===== config.mk =====
export PLATFORM = sky130hd
export DESIGN_NAME = square_shell_index_to_coordinate_top
export DESIGN_NICKNAME = d
export VERILOG_FILES = /design/src/hw/rtl/ssic_pkg.sv /design/src/hw/rtl/ssic_cell.sv /design/src/hw/rtl/ssic_coord.sv /design/src/hw/rtl/square_shell_index_to_coordinate_top.sv
export SDC_FILE = /design/constraint.sdc
export NUM_CORES = 2
export LEC_CHECK = 0
export BUFFER_PORTS_ARGS = -buffer_cell sky130_fd_sc_hd__buf_2
export CAP_MARGIN = 30
export CORE_ASPECT_RATIO = 0.8
export CORE_UTILIZATION = 40
export CTS_BUF_LIST = sky130_fd_sc_hd__clkbuf_16
export DETAILED_ROUTE_END_ITERATION = 8
export PLACE_DENSITY_LB_ADDON = 0.25
export SYNTH_ARGS = -nofsm -noshare
export SYNTH_HDL_FRONTEND = slang
export SYNTH_SLANG_ARGS = --single-unit

===== constraint.sdc =====
create_clock -name clk -period 117.6 [get_ports clk]
set_input_delay 5.88 -clock clk [delete_from_list [all_inputs] [get_ports clk]]
set_output_delay 5.88 -clock clk [all_outputs]
set_load 0.01 [all_outputs]

===== src/hw/rtl/ssic_pkg.sv =====
package ssic_pkg;

  // Width of the one-based index along the walk
  localparam int INDEX_BITS = 48;
  // Root digits: one cell per digit
  localparam int ROOT_BITS  = (INDEX_BITS + 1) / 2;
  // Radicand padded to an even number of bits
  localparam int RAD_BITS   = 2 * ROOT_BITS;
  // Partial remainder width (remainder never exceeds twice the root)
  localparam int REM_BITS   = ROOT_BITS + 2;
  // Coordinate field width
  localparam int COORD_BITS = 25;
  // Width used for the coordinate arithmetic before truncation
  localparam int CALC_BITS  = (REM_BITS > COORD_BITS) ? REM_BITS : COORD_BITS;

  // Data handed from one root cell to the next
  typedef struct packed {
    logic                vld;
    logic [RAD_BITS-1:0] rad;
    logic [REM_BITS-1:0] rem;
    logic [ROOT_BITS-1:0] root;
  } ssic_cell_t;

endpackage


===== src/hw/rtl/ssic_cell.sv =====
module ssic_cell
  import ssic_pkg::*;
(
  input  logic       clk,
  input  logic       rst_n,
  input  logic       adv,
  input  ssic_cell_t cell_in,
  output ssic_cell_t cell_out
);

  logic                 vld_r;
  logic [RAD_BITS-1:0]  rad_r;
  logic [REM_BITS-1:0]  rem_r;
  logic [ROOT_BITS-1:0] root_r;

  logic [RAD_BITS-1:0]  rad_nxt;
  logic [REM_BITS-1:0]  rem_nxt;
  logic [ROOT_BITS-1:0] root_nxt;
  logic [REM_BITS-1:0]  rem_sh;
  logic [REM_BITS-1:0]  trial;

  // Bring down the next two radicand bits and try root*4+1
  always_comb begin
    rem_sh  = {cell_in.rem[REM_BITS-3:0], cell_in.rad[RAD_BITS-1:RAD_BITS-2]};
    trial   = {cell_in.root, 2'b01};
    rad_nxt = {cell_in.rad[RAD_BITS-3:0], 2'b00};
    if (rem_sh >= trial) begin
      rem_nxt  = rem_sh - trial;
      root_nxt = {cell_in.root[ROOT_BITS-2:0], 1'b1};
    end else begin
      rem_nxt  = rem_sh;
      root_nxt = {cell_in.root[ROOT_BITS-2:0], 1'b0};
    end
  end

  // Track occupancy of this cell
  always_ff @(posedge clk) begin
    if (!rst_n) begin
      vld_r <= 1'b0;
    end else if (adv) begin
      vld_r <= cell_in.vld;
    end
  end

  // Advance the digit data with the chain
  always_ff @(posedge clk) begin
    if (adv) begin
      rad_r  <= rad_nxt;
      rem_r  <= rem_nxt;
      root_r <= root_nxt;
    end
  end

  assign cell_out = '{vld: vld_r, rad: rad_r, rem: rem_r, root: root_r};

  // Remainder of a partial root stays at most twice that root
  a_rem_bound: assert property (@(posedge clk) disable iff (!rst_n)
    vld_r |-> ({1'b0, rem_r} <= {2'b00, root_r, 1'b0}))
    else $error("partial remainder exceeds twice the partial root");

  // A stalled chain holds every cell
  a_stall_hold: assert property (@(posedge clk) disable iff (!rst_n)
    (rst_n && !adv) |=> ($stable(vld_r) && $stable(rem_r) && $stable(root_r)))
    else $error("cell changed while the chain was stalled");

endmodule


===== src/hw/rtl/ssic_coord.sv =====
module ssic_coord
  import ssic_pkg::*;
(
  input  logic                  clk,
  input  logic                  rst_n,
  input  logic                  adv,
  input  ssic_cell_t            cell_in,
  output logic                  vld,
  output logic [COORD_BITS-1:0] column,
  output logic [COORD_BITS-1:0] row
);

  logic                  vld_r;
  logic [COORD_BITS-1:0] col_r;
  logic [COORD_BITS-1:0] row_r;

  logic [CALC_BITS-1:0]  k;
  logic [CALC_BITS-1:0]  d;
  logic [CALC_BITS-1:0]  up;
  logic [CALC_BITS-1:0]  down;
  logic [COORD_BITS-1:0] col_nxt;
  logic [COORD_BITS-1:0] row_nxt;

  // Shell k = root+1, offset d = remainder; pick the leg of the shell
  always_comb begin
    k    = CALC_BITS'(cell_in.root) + CALC_BITS'(1);
    d    = CALC_BITS'(cell_in.rem);
    up   = d + CALC_BITS'(1);
    down = (k << 1) - CALC_BITS'(1) - d;
    if (k[0]) begin
      if (d < k) begin
        col_nxt = k[COORD_BITS-1:0];
        row_nxt = up[COORD_BITS-1:0];
      end else begin
        row_nxt = k[COORD_BITS-1:0];
        col_nxt = down[COORD_BITS-1:0];
      end
    end else begin
      if (d < k) begin
        row_nxt = k[COORD_BITS-1:0];
        col_nxt = up[COORD_BITS-1:0];
      end else begin
        col_nxt = k[COORD_BITS-1:0];
        row_nxt = down[COORD_BITS-1:0];
      end
    end
  end

  // Output register occupancy
  always_ff @(posedge clk) begin
    if (!rst_n) begin
      vld_r <= 1'b0;
    end else if (adv) begin
      vld_r <= cell_in.vld;
    end
  end

  // Hold coordinates until the transfer
  always_ff @(posedge clk) begin
    if (adv) begin
      col_r <= col_nxt;
      row_r <= row_nxt;
    end
  end

  assign vld    = vld_r;
  assign column = col_r;
  assign row    = row_r;

  // One-based coordinates are never zero
  a_coord_nonzero: assert property (@(posedge clk) disable iff (!rst_n)
    vld_r |-> (col_r != '0 && row_r != '0))
    else $error("zero coordinate produced");

endmodule


===== src/hw/rtl/square_shell_index_to_coordinate_top.sv =====
// Channel | Ports                              | Transfer
// input   | in_valid in_ready in_position      | in_valid && in_ready
// result  | out_valid out_ready out_column/row | out_valid && out_ready
//
// One position enters per cycle while in_ready is high. It crosses ROOT_BITS+1
// registers: one cell per root digit, then the output stage.
// The whole chain moves as one; it stalls only while a result waits at the output.
// Reset clears the valid flags of the cells and the output stage.
// Position zero is treated as position one.
module square_shell_index_to_coordinate_top
  import ssic_pkg::*;
(
  input  logic                  clk,
  input  logic                  rst_n,
  input  logic                  in_valid,
  output logic                  in_ready,
  input  logic [INDEX_BITS-1:0] in_position,
  output logic                  out_valid,
  input  logic                  out_ready,
  output logic [COORD_BITS-1:0] out_column,
  output logic [COORD_BITS-1:0] out_row
);

  ssic_cell_t            chain [ROOT_BITS+1];
  logic                  adv;
  logic [INDEX_BITS-1:0] pos_m1;

  // Advance the chain unless a finished result is held
  assign adv      = !out_valid || out_ready;
  assign in_ready = adv;

  // Radicand is position minus one, with zero treated as one
  assign pos_m1 = (in_position == '0) ? '0 : in_position - INDEX_BITS'(1);

  assign chain[0] = '{vld: in_valid, rad: RAD_BITS'(pos_m1), rem: '0, root: '0};

  // One cell per root digit
  for (genvar i = 0; i < ROOT_BITS; i++) begin : g_cell
    ssic_cell u_cell (
      .clk      (clk),
      .rst_n    (rst_n),
      .adv      (adv),
      .cell_in  (chain[i]),
      .cell_out (chain[i+1])
    );
  end

  ssic_coord u_coord (
    .clk     (clk),
    .rst_n   (rst_n),
    .adv     (adv),
    .cell_in (chain[ROOT_BITS]),
    .vld     (out_valid),
    .column  (out_column),
    .row     (out_row)
  );

endmodule

==> metrics.csv <==
stage;metric;value;unit
die;die footprint;179000;sq um
synthesis;top_reg_cell synth;edfxtp_1;
clocking;worst-skew pair later-pin latency;800;ps
die;Die Wd;472;um
placement;routability cong.;0.846;
routing;number of DRC markers in iteration 0;3075;
synthesis;post-synthesis sequential area ratio;0.617;
synthesis;post-synth cell types;96;
sta;Slew HR;0.234;
sta;Setup TNS;0;ps
synthesis;largest area contributor in the netlist;edfxtp_1;
clocking;TritonCTS clock tree;yes;
placement;Port Buffers;103;
flow_run;Max Cap Viol;0;
die;# rows;137;
setup_path;arrival time worst endpoint;7160;ps
setup_path;R2R depth;17;
routing;Routed WL per cell;16.0;um
finish;share of cells above drive strength 1;0.0870;
finish;nets;6311;
clocking;# H-tree levels;4;
power_and_ir_drop;Reg power frac;0.443;
synthesis;synthesis-stage register bit count;1461;
sta;fmax;76.7;MHz
power_and_ir_drop;Peak VDD IR;0.0150;mV
sta;Final Max Slew Viols;0;
clocking;Sink Count;1461;
setup_path;Critical Path Fanout Max;84;
synthesis;synthesized instance count;5702;
sta;Setup Skew;53.5;ps
clocking;TritonCTS buffer count;150;
routing;Final ANT Viol Nets;0;
routing;routed vias/inst;5.06;
clocking;CTS max path bufs;3;
setup_path;Data required, critical path;111720;ps
synthesis;top cells by area, synth;edfxtp_1 61%, ha_1 6.5%, xnor2_1 3.6%;
routing;DRC viols;0;
power_and_ir_drop;Power per Cell Area;21.9;nW/um^2
sta;Min Clock Period, post-route;13040;ps
sta;Tcrit/Tclk final;0.111;
status;outcome;finished, final reports clean;
global_routing;initial antenna violation count;2;
power_and_ir_drop;Pleak;32.0;nW
routing;DR vias;42388;
clocking;Post-CTS Resized;0;
synthesis;Avg Inst Size Synth;12.4;sq um
finish;commonest non-fill, non-tap cells in the layout;1436 x edfxtp_1, 515 x inv_1, 445 x nand2_1, 378 x nor2_1, 367 x ha_1;
power_and_ir_drop;Psw;0.549;mW
min_path;hold depth;0;
global_routing;gr ovfl total;0;
synthesis;post-synthesis net count;6122;
power_and_ir_drop;Gate power share;0.276;
power_and_ir_drop;Clk pwr share;0.281;
setup_path;startpoint types;input port;
power_and_ir_drop;sw frac;0.316;
global_routing;number of global-route vias before repair;40363;
routing;Routed WL;134;mm
sta;endpoints failing setup;0;
global_routing;gr usage total;0.150;
clocking;hold buffers post-CTS;0;
sta;Final Hold Viols;0;
synthesis;EDFF count, synth;1436;
routing;router iterations before antenna repair;6;
finish;Antenna Cells;0;
global_routing;first-pass GRT wire length;216;mm
finish;most common cell after layout, fill and taps aside;edfxtp_1;
clocking;CTS clock-pin slew for the worst setup and hold paths;60;ps
power_and_ir_drop;P_int;1.19;mW
setup_path;Crit. End Element;output port;
clocking;root buf cell;clkbuf_16;
die;Initial Util;0.404;
global_routing;largest net degree at the start of global routing;188;
sta;hold_ws;404;ps
sta;slew of the pin with the lowest slew margin;1150;ps
die;num ports;104;
sta;unrepaired setup endpoints after global routing;no;
min_path;path type of the worst min-delay path;reg2reg;
synthesis;top cell type's share of synthesized area;0.609;
die;core area;175000;sq um
clocking;Post-CTS Setup Bufs;0;
power_and_ir_drop;Power, Total;1.74;mW
synthesis;Ys Warns;0;
setup_path;crit path kind;in2out;
finish;synthesis-to-layout area growth;12.1;%
synthesis;asr flop ratio synth;0;
synthesis;Synth Cell Area;70800;sq um
die;Die Y;378;um
placement;HPWL after DPL;95.5;mm
cell usage after synthesis (25+ instances only):
cell / count
a211oi_1: 28
a21boi_0: 54
a21o_1: 95
a21oi_1: 305
a31oi_1: 29
and3_1: 38
clkbuf_1: 72
dfxtp_1: 25
edfxtp_1: 1436
ha_1: 367
inv_1: 492
mux2_2: 70
mux2i_1: 53
nand2_1: 445
nand2b_1: 65
nand3_1: 93
nand4_1: 48
nor2_1: 378
nor2b_1: 51
nor3_1: 148
nor4_1: 87
o21a_1: 83
o21ai_0: 284
o31ai_1: 57
or2_2: 34
or3_1: 61
or4_1: 25
xnor2_1: 293
xor2_1: 201
through the flow:
stage | worst slack [ps] | instances | area (sq um) | utilization
after floorplan | 66630 | 5702 | 70800 | -
after global placement | 104090 | 8098 | 74100 | 0.424
after detailed placement | 104560 | 8100 | 74100 | 0.424
after CTS | 104560 | 8373 | 79300 | 0.453
after global routing | 104440 | 8375 | 79300 | 0.453
final | 104560 | 8375 | 79300 | 0.453
path summary, 6_finish.rpt:
path	startpoint	endpoint	slack (ps)
setup / recovery	out_ready	in_ready	104560
hold / removal	g_cell[8].u_cell.rad_r[33]$_DFFE_PP_	g_cell[9].u_cell.rad_r[35]$_DFFE_PP_	400
setup reg to reg	g_cell[23].u_cell.root_r[0]$_DFFE_PP_	u_coord.row[18]$_DFFE_PP_	112470
hold reg to reg	g_cell[8].u_cell.rad_r[33]$_DFFE_PP_	g_cell[9].u_cell.rad_r[35]$_DFFE_PP_	400
kinds of logic (layout without fill, tap and decap cells):
family / Yosys count / in the layout / share of synthesized area
compound gates: 1085 / 1085 / 0.0965
xor+xnor: 496 / 496 / 0.0618
fa+ha+maj: 371 / 371 / 0.0656
buf+inv: 603 / 913 / 0.0327
flops: 1461 / 1461 / 0.617
mux: 123 / 123 / 0.0186
other cells: 1 / 1 / 0.0000530
simple gates: 1562 / 1562 / 0.108
layout make-up:
cell class | count | area, sq um
Tap cell | 2363 | 2960
Timing Repair Buffer | 142 | 893
Multi-Input combinational cell | 3638 | 24900
Sequential cell | 1461 | 43600
Fill cell | 15693 | 95700
Inverter | 498 | 1880
Clock inverter | 123 | 1390
Clock buffer | 150 | 3750
layer usage:
metal | GRT usage | vias to the layer above | wire length (um)
li1 | - | 21303 | -
met1 | 0.235 | 19981 | 70800
met2 | 0.207 | 927 | 52900
met3 | 0.0312 | 177 | 7580
met4 | 0.0410 | 0 | 2550
met5 | 0 | - | 0
worst max-delay path, stage by stage:
cell     delay (ps)
buf_2           100
nor2b_2         490
inv_8           340
buf_2           260
state kept, by name, indices dropped and copies added (netlist names):
| register | cells |
|---|---|
| g_cell.u_cell.rad_r | 552 |
| g_cell.u_cell.rem_r | 534 |
| g_cell.u_cell.root_r | 300 |
| g_cell.u_cell.vld_r | 24 |
| u_coord.column | 25 |
| u_coord.row | 25 |
| u_coord.vld | 1 |
power groups by stage:
| stage | registers, mW | clock network [mW] | logic (mW) |
|---|---|---|---|
| floorplan | 0.756 | 0 | 0.368 |
| global placement | 0.777 | 0 | 0.467 |
| detailed placement | 0.779 | 0 | 0.475 |
| CTS | 0.769 | 0.503 | 0.478 |
| global route | 0.780 | 0.521 | 0.539 |
| finish | 0.769 | 0.487 | 0.480 |
No activity file was read; power rests on OpenSTA's default activity.
